[config.mk]
export PLATFORM = sky130hd
export DESIGN_NAME = rescaling_running_mean
export DESIGN_NICKNAME = d
export VERILOG_FILES = /design/src/sv/rrm_pkg.sv /design/src/sv/rrm_acc.sv /design/src/sv/rrm_div.sv /design/src/sv/rescaling_running_mean.sv
export SDC_FILE = /design/constraint.sdc
export NUM_CORES = 1
export LEC_CHECK = 0
export BUFFER_PORTS_ARGS = -buffer_cell sky130_fd_sc_hd__buf_4
export CAP_MARGIN = 10
export CORE_MARGIN = 4
export CORE_UTILIZATION = 68
export DETAILED_ROUTE_END_ITERATION = 7
export GPL_TIMING_DRIVEN = 1
export PLACE_DENSITY = 0.87
export SLEW_MARGIN = 30
export SYNTH_ARGS = -nofsm -noshare
export SYNTH_HDL_FRONTEND = slang
export SYNTH_SLANG_ARGS = --single-unit
[constraint.sdc]
create_clock -name clk_i -period 6.4 [get_ports clk_i]
set_input_delay 0.64 -clock clk_i [delete_from_list [all_inputs] [get_ports clk_i]]
set_output_delay 0.64 -clock clk_i [all_outputs]
set_load 0.03 [all_outputs]
[src/sv/rrm_pkg.sv]
package rrm_pkg;

  localparam int unsigned SumW  = 16;
  localparam int unsigned NumW  = SumW + 1;
  localparam int unsigned DivSteps = NumW;
  localparam int unsigned StepW = $clog2(DivSteps + 1);

  localparam logic [SumW-1:0] CountLimit = 16'hFFFE;

  typedef enum logic [1:0] {
    KIND_ADD   = 2'd0,
    KIND_READ  = 2'd1,
    KIND_CLEAR = 2'd2
  } kind_e;

  typedef enum logic [1:0] {
    ST_IDLE = 2'd0,
    ST_DIV  = 2'd1,
    ST_HOLD = 2'd2
  } state_e;

  typedef struct packed {
    logic            valid;
    logic [1:0]      kind;
    logic [SumW-1:0] sample;
  } acc_req_t;

endpackage

[src/sv/rrm_acc.sv]
module rrm_acc
  import rrm_pkg::*;
(
  input  logic            clk_i,
  input  logic            rst_ni,
  input  acc_req_t        req_i,
  output logic [SumW-1:0] sum_o,
  output logic [SumW-1:0] count_o
);

  logic [SumW-1:0] sum_q, sum_d;
  logic [SumW-1:0] count_q, count_d;
  logic [NumW-1:0] wide_sum;
  logic [NumW-1:0] count_inc;
  logic            rescale;

  assign wide_sum  = {1'b0, sum_q} + {1'b0, req_i.sample};
  assign count_inc = {1'b0, count_q} + NumW'(1);
  assign rescale   = wide_sum[NumW-1] || (count_q >= CountLimit);

  always_comb begin
    sum_d   = sum_q;
    count_d = count_q;
    if (req_i.valid) begin
      case (req_i.kind)
        KIND_ADD: begin
          if (rescale) begin
            if (count_q[0]) begin
              // odd history: halve the combined sum and round the count up
              sum_d   = wide_sum[NumW-1:1];
              count_d = count_inc[NumW-1:1];
            end else begin
              sum_d   = {1'b0, sum_q[SumW-1:1]} + req_i.sample;
              count_d = {1'b0, count_q[SumW-1:1]} + SumW'(1);
            end
          end else begin
            sum_d   = wide_sum[SumW-1:0];
            count_d = count_inc[SumW-1:0];
          end
        end
        KIND_CLEAR: begin
          sum_d   = '0;
          count_d = '0;
        end
        default: begin
        end
      endcase
    end
  end

  always_ff @(posedge clk_i or negedge rst_ni) begin
    if (!rst_ni) begin
      sum_q   <= '0;
      count_q <= '0;
    end else begin
      sum_q   <= sum_d;
      count_q <= count_d;
    end
  end

  assign sum_o   = sum_q;
  assign count_o = count_q;

endmodule

[src/sv/rrm_div.sv]
module rrm_div
  import rrm_pkg::*;
(
  input  logic            clk_i,
  input  logic            rst_ni,
  input  logic            start_i,
  input  logic [NumW-1:0] num_i,
  input  logic [SumW-1:0] den_i,
  output logic            done_o,
  output logic [SumW-1:0] quo_o
);

  logic [NumW-1:0]  num_q, num_d;
  logic [SumW-1:0]  rem_q, rem_d;
  logic [SumW-1:0]  den_q;
  logic [StepW-1:0] step_q, step_d;
  logic             done_q, done_d;
  logic [NumW-1:0]  shifted;
  logic [NumW:0]    diff;
  logic             fits;

  // one quotient bit per cycle: shift the numerator into the remainder
  assign shifted = {rem_q, num_q[NumW-1]};
  assign diff    = {1'b0, shifted} - {2'b00, den_q};
  assign fits    = !diff[NumW];

  always_comb begin
    num_d  = num_q;
    rem_d  = rem_q;
    step_d = step_q;
    done_d = 1'b0;
    if (start_i) begin
      num_d  = num_i;
      rem_d  = '0;
      step_d = StepW'(DivSteps);
    end else if (step_q != '0) begin
      num_d  = {num_q[NumW-2:0], fits};
      rem_d  = fits ? diff[SumW-1:0] : shifted[SumW-1:0];
      step_d = step_q - StepW'(1);
      done_d = (step_q == StepW'(1));
    end
  end

  always_ff @(posedge clk_i or negedge rst_ni) begin
    if (!rst_ni) begin
      step_q <= '0;
      done_q <= 1'b0;
    end else begin
      step_q <= step_d;
      done_q <= done_d;
    end
  end

  always_ff @(posedge clk_i) begin
    num_q <= num_d;
    rem_q <= rem_d;
    if (start_i) begin
      den_q <= den_i;
    end
  end

  assign done_o = done_q;
  assign quo_o  = num_q[SumW-1:0];

endmodule

[src/sv/rescaling_running_mean.sv]
// Adds and clears update the registered sum and count on acceptance; a read
// gives its result after 17 divider steps, the hold state and the output
// register, or later while it is still occupied. Adds and clears go one per
// cycle while idle; a read holds off new requests until its result is loaded.
// The bit-serial restoring divider retires one quotient bit per cycle.
// Reset (rst_ni low, asynchronous): sum and count clear to zero, no result.
module rescaling_running_mean
  import rrm_pkg::*;
(
  input  logic        clk_i,
  input  logic        rst_ni,
  input  logic        s_axis_tvalid_i,
  output logic        s_axis_tready_o,
  input  logic [15:0] s_axis_tdata_i,   // [15:0] sample
  input  logic [1:0]  s_axis_tuser_i,   // [1:0] kind
  output logic        m_axis_tvalid_o,
  input  logic        m_axis_tready_i,
  output logic [15:0] m_axis_tdata_o,   // [15:0] mean
  output logic [0:0]  m_axis_tuser_o    // [0] empty_res
);

  state_e          state_q, state_d;
  acc_req_t        acc_req;
  logic            in_fire;
  logic [SumW-1:0] sum;
  logic [SumW-1:0] count;
  logic            div_start;
  logic            div_done;
  logic [SumW-1:0] quo;
  logic [NumW-1:0] numer;
  logic            empty_q, empty_d;
  logic            out_valid_q, out_valid_d;
  logic [SumW-1:0] out_mean_q, out_mean_d;
  logic            out_empty_q, out_empty_d;
  logic            out_free;
  logic            out_load;

  // Take a request only while no read is in flight; the output register
  // decouples the two sides so adds keep flowing while a result waits.
  assign s_axis_tready_o = (state_q == ST_IDLE);
  assign in_fire         = s_axis_tvalid_i && s_axis_tready_o;

  assign acc_req.valid  = in_fire;
  assign acc_req.kind   = s_axis_tuser_i;
  assign acc_req.sample = s_axis_tdata_i;

  rrm_acc u_acc (
    .clk_i   (clk_i),
    .rst_ni  (rst_ni),
    .req_i   (acc_req),
    .sum_o   (sum),
    .count_o (count)
  );

  // rounding bias: add half the count before dividing
  assign numer     = {1'b0, sum} + {2'b00, count[SumW-1:1]};
  assign div_start = in_fire && (s_axis_tuser_i == KIND_READ);

  rrm_div u_div (
    .clk_i   (clk_i),
    .rst_ni  (rst_ni),
    .start_i (div_start),
    .num_i   (numer),
    .den_i   (count),
    .done_o  (div_done),
    .quo_o   (quo)
  );

  assign out_free = !out_valid_q || m_axis_tready_i;

  always_comb begin
    state_d  = state_q;
    empty_d  = empty_q;
    out_load = 1'b0;
    unique case (state_q)
      ST_IDLE: begin
        if (div_start) begin
          // remember an empty accumulator; the divider result is then ignored
          empty_d = (count == '0);
          state_d = ST_DIV;
        end
      end
      ST_DIV: begin
        if (div_done) begin
          state_d = ST_HOLD;
        end
      end
      ST_HOLD: begin
        // hold the quotient until the output register can take it
        if (out_free) begin
          out_load = 1'b1;
          state_d  = ST_IDLE;
        end
      end
      default: begin
        state_d = ST_IDLE;
      end
    endcase
  end

  always_comb begin
    out_valid_d = out_valid_q;
    out_mean_d  = out_mean_q;
    out_empty_d = out_empty_q;
    if (out_valid_q && m_axis_tready_i) begin
      out_valid_d = 1'b0;
    end
    if (out_load) begin
      out_valid_d = 1'b1;
      out_mean_d  = empty_q ? '0 : quo;
      out_empty_d = empty_q;
    end
  end

  always_ff @(posedge clk_i or negedge rst_ni) begin
    if (!rst_ni) begin
      state_q     <= ST_IDLE;
      out_valid_q <= 1'b0;
    end else begin
      state_q     <= state_d;
      out_valid_q <= out_valid_d;
    end
  end

  always_ff @(posedge clk_i) begin
    empty_q     <= empty_d;
    out_mean_q  <= out_mean_d;
    out_empty_q <= out_empty_d;
  end

  assign m_axis_tvalid_o   = out_valid_q;
  assign m_axis_tdata_o    = out_mean_q;
  assign m_axis_tuser_o[0] = out_empty_q;

endmodule

# After elaboration in Yosys (flattened, before gate mapping)
# Cells that the tools add are included.
[word_totals] output_inout_bits=19 word_cells=66 inputBits=22 register_bits=108
[classes] magnitude_cmp=1 muxes=21 n_reduce_logical=17 n_eq_ne=8 add_sub_neg=7
[op_table] op="$mux W16" count=5
[op_table] op="$pmux W16 S2" count=2
[op_table] op="$mux W17" count=2
[op_table] op="$sub A17 B16 Y18" count=1
[op_table] op="$add A16 B1 Y17 const B" count=1
[op_table] op="$add A16 B15 Y17" count=1
[op_table] op="$add A16 B16 Y17" count=1
[op_table] op="$add A15 B1 Y16 const B" count=1
[op_table] op="$add A15 B16 Y16" count=1
[op_table] op="$ge A16 B16 Y1 const B" count=1
[op_table] op="$logic_not A16 Y1" count=1
[op_table] op="$mux W5" count=2
[op_table] op="$mux W1" count=6
[op_table] op="$mux W2" count=3
[op_table] op="$pmux W2 S3" count=1
[op_table] op="$reduce_bool A2 Y1" count=3
[op_table] op="$eq A5 B1 Y1 const B" count=1
[op_table] op="$reduce_bool A5 Y1" count=1
[op_table] op="$sub A5 B1 Y5 const B" count=1
[op_table] op="$eq A2 B1 Y1 const B" count=2
[op_table] op="$eq A2 B2 Y1 const B" count=2
[op_table] op="$logic_not A2 Y1" count=2
[op_table] op="$ne A2 B1 Y1 const B" count=2
[op_table] op="$reduce_and A2 Y1" count=2
[op_table] op="other kinds (5)" count=9

# Longest topological paths before layout
# Gate-level depths: netlist of the first run.
[depth] ltp_word=5 depth_mapped=15 depth_no_buf=13

# Modules after synthesis
# Synthesis of the first run repeated with hierarchy kept, for this count alone.
[hier_totals] cells_unflattened=909 area_unflattened_um2=8360.5
[by_module_without_submodules] mod="rrm_acc" seq_area_each_um2=800.8 cells_each=472 area_per_inst_um2=3687.3 n_inst=1
[by_module_without_submodules] mod="rrm_div" seq_area_each_um2=1461.4 cells_each=298 area_per_inst_um2=3195.6 n_inst=1
[by_module_without_submodules] mod="rescaling_running_mean" seq_area_each_um2=615.6 cells_each=139 area_per_inst_um2=1477.7 n_inst=1

# Worst setup path after synthesis of the first run
# OpenSTA, ideal clock, no wires.
[synth_path] path_kind="input -> register" startpoint="input port s_axis_tdata_i[0]" endpoint="register u_acc.count_q[4], in the netlist u_acc.count_o[4]" n_path_buf=2 t_required_ps=6274 path_stages=14 setup_ps=126 t_arrival_ps=2895 path_slack_ps=3379 cell_sequence="ha_1 -> inv_1 -> fa_1 -> nor2b_4 -> o31ai_2 -> nand3_2 -> a41oi_2 -> a21oi_2 -> or3_1 -> buf_6 -> buf_8 -> nand3_2 -> o21ai_1 -> a221o_1"
[synth_between] elab_chain_cells=4
[synth_rtl] element="start, declared" line="rescaling_running_mean.sv:14" source="input logic [15:0] s_axis_tdata_i,"
[synth_rtl] element="$add A16 B16 Y17" line="rrm_acc.sv:17" source="assign wide_sum = {1'b0, sum_q} + {1'b0, req_i.sample};"
[synth_rtl] element="$logic_or A1 B1 Y1" line="rrm_acc.sv:19" source="assign rescale = wide_sum[NumW-1] || (count_q >= CountLimit);"
[synth_rtl] element="$mux W16" line="rrm_acc.sv:27" source="if (rescale) begin"
[synth_rtl] element="$pmux W16 S2" line="rrm_acc.sv:25" source="case (req_i.kind)"
[synth_rtl] element="end signal, assigned" line="rrm_acc.sv:57" source="count_q <= count_d;"
[synth_rtl] element="end, declared" line="rrm_acc.sv:12" source="logic [SumW-1:0] count_q, count_d;"
# Every way passes these cells.
# A chain may end at the register's enable or synchronous reset.

# Worst setup path in the final report of the first run
[layout_path] startpoint="register u_acc.sum_q[0], in the netlist u_acc.sum_o[0]" endpoint="register u_acc.count_q[4], in the netlist u_acc.count_o[4]"
[layout_between] elab_chain_cells=4
[layout_rtl] element="start, declared" line="rrm_acc.sv:11" source="logic [SumW-1:0] sum_q, sum_d;"
[layout_rtl] element="start signal, assigned" line="rrm_acc.sv:56" source="sum_q <= sum_d;"
[layout_rtl] element="$add A16 B16 Y17" line="rrm_acc.sv:17"
[layout_rtl] element="$logic_or A1 B1 Y1" line="rrm_acc.sv:19"
[layout_rtl] element="$mux W16" line="rrm_acc.sv:27"
[layout_rtl] element="$pmux W16 S2" line="rrm_acc.sv:25"
# Every way passes these cells.

==> results of run 1 <==
-- path summary, 6_finish.rpt --
kind                           startpoint               end  depth (start not counted)
max                        u_acc.sum_o[0]  u_acc.count_o[4]                         12
min                                rst_ni        state_q[1]                          1
max reg2reg                u_acc.sum_o[0]  u_acc.count_o[4]                         12
min reg2reg                u_div.rem_q[2]    u_div.rem_q[2]                          2
max in group asynchronous          rst_ni  u_acc.count_o[4]                          1
min in group clk_i         u_div.rem_q[2]    u_div.rem_q[2]                          2
-- where the power goes --
part	switching (mW)	leakage (nW)	internal [mW]	total [mW]
logic	1.20	2.45	0.923	2.12
registers	0.248	1.16	0.980	1.23
clock network	0.259	0.132	0.268	0.527
-- flip-flops by register name, indices dropped and copies added (netlist names) --
register         flops
m_axis_tvalid_o      1
state_q              2
u_div.step_q         5
u_acc.count_o       16
u_div.rem_q         16
u_div.den_q         16
u_acc.sum_o         16
m_axis_tdata_o      16
m_axis_tuser_o       1
u_div.num_q         17
empty_q              1
u_div.done_o         1
-- stage by stage --
stage          instances  setup WS, ns  total power [mW]
3_5_place_dp        1026          2.67              3.31
4_1_cts             1042          3.02              3.85
5_1_grt             1043          2.85              4.18
2_1_floorplan        873          3.38              2.86
3_3_place_gp        1026          2.59              3.19
6_report            1043          3.00              3.88
-- layout by cell type, fill, tap and decap left out, types with 16 or more instances in the layout --
master	Yosys	routed
nor2_1	62	61
dfrtp_1	41	41
inv_1	40	40
o21ai_0	81	81
a21o_1	18	18
edfxtp_1	51	51
xnor2_1	32	32
nor3_1	23	23
dfxtp_1	16	16
ha_1	69	69
xor2_1	30	30
buf_4	0	46
nand3_1	16	16
nor2b_1	21	21
a21oi_1	65	65
nand2_1	81	81
-- cells by family after synthesis --
kind of cell,after synthesis
compound gates,271
simple gates,266
flops,108
buf+inv,79
fa+ha+maj,73
xor+xnor,62
mux,14
-- metal layers --
layer	up-vias	global-route usage (%)
li1	3232	-
met1	3256	37.1
met2	249	49.4
met3	48	3.94
met4	0	11.7
met5	-	0
-- layout make-up --
type | count | area (sq um) | share of cell area (%)
well taps | 143 | 179 | 2.08
flip-flops and latches | 108 | 2880 | 33.5
inverters | 43 | 161 | 1.88
clock inverters | 6 | 46.3 | 0.539
repair buffers | 47 | 357 | 4.15
multi-input cells | 686 | 4740 | 55.2
clock buffers | 10 | 229 | 2.66
-- cells in the mapped netlist, types with 11 or more instances --
master    instances  area share (%)
a21o_1           18             1.7
nand2_1          81             3.8
dfrtp_1          41              13
clkbuf_1         27             1.3
a211oi_1         12             1.1
nor3_1           23             1.4
nor2_1           62             2.9
dfxtp_1          16             4.0
mux2i_1          11             1.4
a21oi_1          65             4.1
xnor2_1          32             3.5
nand3_1          16             1.0
o21ai_0          81             5.1
xor2_1           30             3.3
inv_1            40             1.9
edfxtp_1         51              19
nor2b_1          21             1.7
ha_1             69              11
nand2b_1         12            0.94
==> reports/results.ini, run 1 <==
[critical_path]
max_stage_delay_ns = 0.79
reg2reg_slack_ns = 3.00
critPathSlowestCell = or3_2
crit_family = simple AND/OR/NAND/NOR gates
crit_arrival_ns = 3.63
crit_path_end_kind = flip-flop
crit_buf_inv = 1
crit_type = reg -> reg
crit_required_ns = 6.63
critPathMaxFanout = 32
cp-start-kind = flip-flop
path_cells = ha_1, inv_1, fa_1, nor2b_4, o31ai_2, nand3_2, a41oi_2, a21oi_2, or3_2, mux2i_1, nor3b_1, a221o_1

[detailed_routing]
met3WireLength_microns = 1140
met1_length_microns = 8050
drtAntennaViolNets = 0
drc_errors = 0
dr.pass1.iters = 5
via_per_inst = 6.51
vias = 6785
drt_wl_total_microns = 18900
wl_per_cell_microns = 18.2
highest_layer = met4
drt-initial-drc-count = 683
met2WireLength_microns = 9190

[cells_and_area]
stdcell_area_sq_um = 8590
nets = 990
layout-drive-gt1-share_pct = 10.0
final.fill_count = 785
n_antenna_cell = 0
post-route-util_pct = 75.3
syn2layout_area_growth_pct = 8.00

[synthesis]
synth_top_family_by_area = compound AO/OA/AOI/OAI gates
yosysSeqAreaShare_pct = 36.2
yosys_register_bits = 108
synthesis.area_sq_um = 7960
yosys.area_share.simple_pct = 16.8
ys_types = 78
synth_edf_count = 51
synth_xor_xnor_area_share_pct = 6.82
synthAdderAreaFrac_pct = 11.9
syn-mean-instance-area_sq_um = 9.11
yosys_warnings = 0
synthCells = 873
synth.area.mux_share_pct = 1.81
syn_nets = 968
ys_async_sr_fraction_pct = 38.0
synth-main-ff-cell = edfxtp_1
synth_compound_area_share_pct = 22.3

[sta]
slew_viol_final = 0
finalHoldViolCount = 0
rsz0062_at_grt = false
worst_slew_pin_slew_ns = 0.813
fin_worst_skew_ns = 0.00776
slew-limit-headroom_pct = 45.5
final.min_clock_period_ns = 3.40
setup_viol = 0
timing.final.crit_share_pct = 53.1
tns_ns = 0
fmax_mhz = 294
hold_slack_ns = 0.273

[floorplanning]
die_w_microns = 116
ios = 41
dieHeight_microns = 116
rows = 39
core_sq_um = 11400
start_util_pct = 69.7
die_area_sq_um = 13500

[pwr]
ir_worst_vdd_v = 0.000297
power_density_nw_per_um2 = 451
p_leak_nw = 3.74

[clock_tree]
cts_hold_buf = 0
cts.sinks = 108
root_buffer = clkbuf_16
cts.repair.resized = 0
cts_max_path_buffers = 2
post-cts-setup-buffer-count = 0
clock_latency_ns = 0.35
cts.clk_slew.worst_paths_ns = 0.07
cts_inserted_buffers = 9
htree_levels = 3
cts_tree = done

[global_routing]
overflow = 0
grt_pass1_wl_microns = 31400
first_global_vias = 6673
antenna_found_initial = 0
grt_start_max_net_pins = 54
grt_usage_pct = 28.9

[place]
hpwlAfterDp_microns = 13900
place_area_sq_um = 8300
port_buffers = 40
place.gp.congestion = 0.950

[run]
drv_cap = 0

[hold_path]
hold_class = in -> async

[outcome]
outcome = complete, no violations

No activity file was read; power rests on OpenSTA's default activity.
==> run 2: changes to the inputs <==
- ABC_AREA: not set -> 1
- CORE_UTILIZATION: 68 -> 57
- PLACE_DENSITY: 0.87 -> 0.78
- clock period: 6.4 -> 2.7 ns (I/O delays scaled with it)
==> run 2 against run 1 <==
Net effect:
- power grew to 2.8 times the previous value
- global-route usage shrank 3.8 points
- combinational power grew to 3.1 times the previous value
- hold slack lost 0.095 ns
- clock power grew 140%
- largest cell class unchanged
- largest power group unchanged
- highest routed layer unchanged
==> reports/results.ini, run 2 <==
[sta]
slew_viol_final = 0  ; unchanged
worst_slew_pin_slew_ns = 0.783  ; -0.0300 ns
slew-limit-headroom_pct = 47.8  ; +2.3 points
final.min_clock_period_ns = 2.45  ; -0.951 ns
fmax_mhz = 408  ; +39%
setup_viol = 0  ; unchanged
rsz0062_at_grt = false
timing.final.crit_share_pct = 90.7  ; +38 points
tns_ns = 0  ; unchanged
fin_worst_skew_ns = 0.00856  ; +0.000802 ns
finalHoldViolCount = 0  ; unchanged

[cells_and_area]
largest_reg_flops = 17  ; unchanged
final.fill_count = 1421  ; +81%
regMostFlops = u_div.num_q
syn2layout_area_growth_pct = 8.80
most-common-layout-cells = 417 x nand2_1, 195 x inv_1, 115 x nand3_1
layout-drive-gt1-share_pct = 8.40  ; -1.6 points
nets = 1447  ; +46%
stdcell_area_sq_um = 9820  ; +14%
n_antenna_cell = 0  ; unchanged
final_cells = 1568  ; +50%
final_common_cell = nand2_1

[detailed_routing]
drt_wl_total_microns = 22100  ; +17%
dr.pass1.iters = 5  ; unchanged
drt-initial-drc-count = 611  ; -11%
vias = 8397  ; +24%
drtAntennaViolNets = 0  ; unchanged
wl_per_cell_microns = 14.1  ; -22%
met3WireLength_microns = 1190  ; +5.0%
drc_errors = 0  ; unchanged
via_per_inst = 5.36  ; -18%
met1_length_microns = 9940  ; +24%
met2WireLength_microns = 10200  ; +11%
highest_layer = met4

[place]
place_area_sq_um = 9530  ; +15%
placed_cells = 1551  ; +51%
place.gp.congestion = 0.936  ; -1.5%
hpwlAfterDp_microns = 17100  ; +23%
port_buffers = 40  ; unchanged

[critical_path]
crit_required_ns = 2.93  ; -3.70 ns
crit_arrival_ns = 2.68  ; -0.95 ns
cp-start-kind = flip-flop
reg2reg_depth = 14  ; +2
reg2reg_slack_ns = 0.25  ; -2.75 ns
rr_endpoint = u_acc.count_o[2]
timing.rr.start = u_acc.sum_o[0]
crit_path_end_kind = flip-flop
critPathMaxFanout = 23  ; -28%
crit_type = reg -> reg
cp-endpoint = u_acc.count_o[2]
cp-startpoint = u_acc.sum_o[0]

[synthesis]
synth_area_leaders = nand2_1 17%, edfxtp_1 17%, dfrtp_1 11%
syn_nets = 1407  ; +45%
synth_common_cells = 417 x nand2_1, 195 x inv_1, 115 x nand3_1, 96 x nor2_1, 69 x ha_1
synth_top_area_cell = nand2_1
syn-mean-instance-area_sq_um = 6.88  ; -25%
synth_edf_count = 51  ; unchanged
yosys_warnings = 0  ; unchanged
synth-main-ff-cell = edfxtp_1
yosysMostFrequentCell = nand2_1
yosys_register_bits = 108  ; unchanged
ys_types = 44  ; -44%
ys_async_sr_fraction_pct = 38.0  ; unchanged
yosysSeqAreaShare_pct = 31.9  ; -4.3 points
synthCells = 1312  ; +50%
synthesis.area_sq_um = 9030  ; +13%
synth_top_area_share_pct = 17.3  ; -1.9 points

[floorplanning]
ios = 41  ; unchanged
core_sq_um = 15400  ; +35%
start_util_pct = 58.7  ; -11 points
dieHeight_microns = 134  ; +15%
rows = 45  ; +15%
die_w_microns = 134  ; +15%
die_area_sq_um = 17900  ; +33%

[pwr]
p_sw_mw = 5.47  ; +220%
ir_worst_vdd_v = 0.000422  ; +42%
p_int_mw = 5.45  ; +150%
clock_power_share_pct = 11.8  ; -1.8 points
p_leak_nw = 5.12  ; +37%
swShare_pct = 50.1  ; +6.0 points
comb_power_share_pct = 60.2  ; +5.4 points
power.share.sequential_pct = 28.0  ; -3.7 points
power_density_nw_per_um2 = 1110  ; +150%
power.total_mw = 10.9  ; +180%

[clock_tree]
cts.clk_slew.worst_paths_ns = 0.08  ; about the same
root_buffer = clkbuf_16
cts.sinks = 108  ; unchanged
cts_tree = done
post-cts-setup-buffer-count = 0  ; unchanged
htree_levels = 3  ; unchanged
clock_latency_ns = 0.35  ; about the same
cts_max_path_buffers = 2  ; unchanged
cts_inserted_buffers = 9  ; unchanged

[global_routing]
first_global_vias = 7920  ; +19%
overflow = 0  ; unchanged
antenna_found_initial = 0  ; unchanged
grt_pass1_wl_microns = 37100  ; +18%
grt_usage_pct = 25.0  ; -3.8 points
grt_start_max_net_pins = 42  ; -22%

[run]
drv_cap = 0  ; unchanged

[hold_path]
min_path_cells = 4
hold_class = in -> reg

[outcome]
outcome = complete, no violations

[run 2: critical path: stages, from the launching register on]
cell and delay (ns):
dfrtp_1 0.41, ha_1 0.21, inv_1 0.07, fa_1 0.20, inv_1 0.05, nand3_1 0.06, nand2_1 0.10, nand2_1 0.07
nand2_1 0.10, nand2_2 0.12, nand2_1 0.09, nor2_4 0.52, nand2_1 0.13, nand3_1 0.12, o21ai_1 0.07
[run 2: worst min-delay path by stage]
stage	start	to	slack [ns]
floorplan	rst_ni	m_axis_tvalid_o	-0.03
global placement	rst_ni	m_axis_tvalid_o	0.31
detailed placement	rst_ni	m_axis_tvalid_o	0.29
CTS	m_axis_tready_i	m_axis_tvalid_o	0.18
global route	m_axis_tready_i	m_axis_tvalid_o	0.20
finish	m_axis_tready_i	m_axis_tvalid_o	0.18
[run 2: power by group through the flow]
stage                     Clock, mW  Sequential (mW)  Combinational (mW)
after floorplan                   0             2.85                5.20
after global placement            0             3.04                6.39
after detailed placement          0             3.06                6.48
after CTS                      1.31             3.03                6.53
after global routing           1.38             3.12                7.53
final                          1.29             3.05                6.58
[run 2: what timing repair did]
action / CTS / global route
setup endpoints to repair: 0 / 1
hold buffers: 1 / 0
gates resized for setup: 0 / 1
hold endpoints to repair: 41 / 0
[run 2: cells by family after synthesis]
group	Yosys count	synth area share (%)
and+or+nand+nor	704	34.2
AOI/OAI and AO/OA	166	9.87
adders and majority gates	73	10.5
xor gates and xnor gates	35	3.40
buffers and inverters	226	10.2
DFF	108	31.9
[run 2: through the flow]
| step | setup slack, ns | hold WS (ns) | utilization, % |
|---|---|---|---|
| global placement | 0.267 | 0.305 | 62.0 |
| detailed placement | 0.216 | 0.288 | 62.0 |
| finish | 0.251 | 0.178 | 63.9 |
| global route | 0.0134 | 0.199 | 63.9 |
| CTS | 0.212 | 0.181 | 63.9 |
| floorplan | 0.606 | -0.0256 | - |
[run 2: cell type report]
type                       count  area (sq um)  area share [%]
multi-input combinational    978          5230            53.3
sequential                   108          2880            29.3
inverter                     201           754            7.68
timing repair buffer          54           408            4.15
tap                          211           264            2.69
clock buffer                  11           243            2.47
clock inverter                 5          42.5           0.433
[run 2: per-layer routing]
layer	up-vias	GRT usage, %
met5	-	0
met3	59	2.81
met1	3742	33.0
li1	4322	-
met4	0	10.9
met2	274	41.8
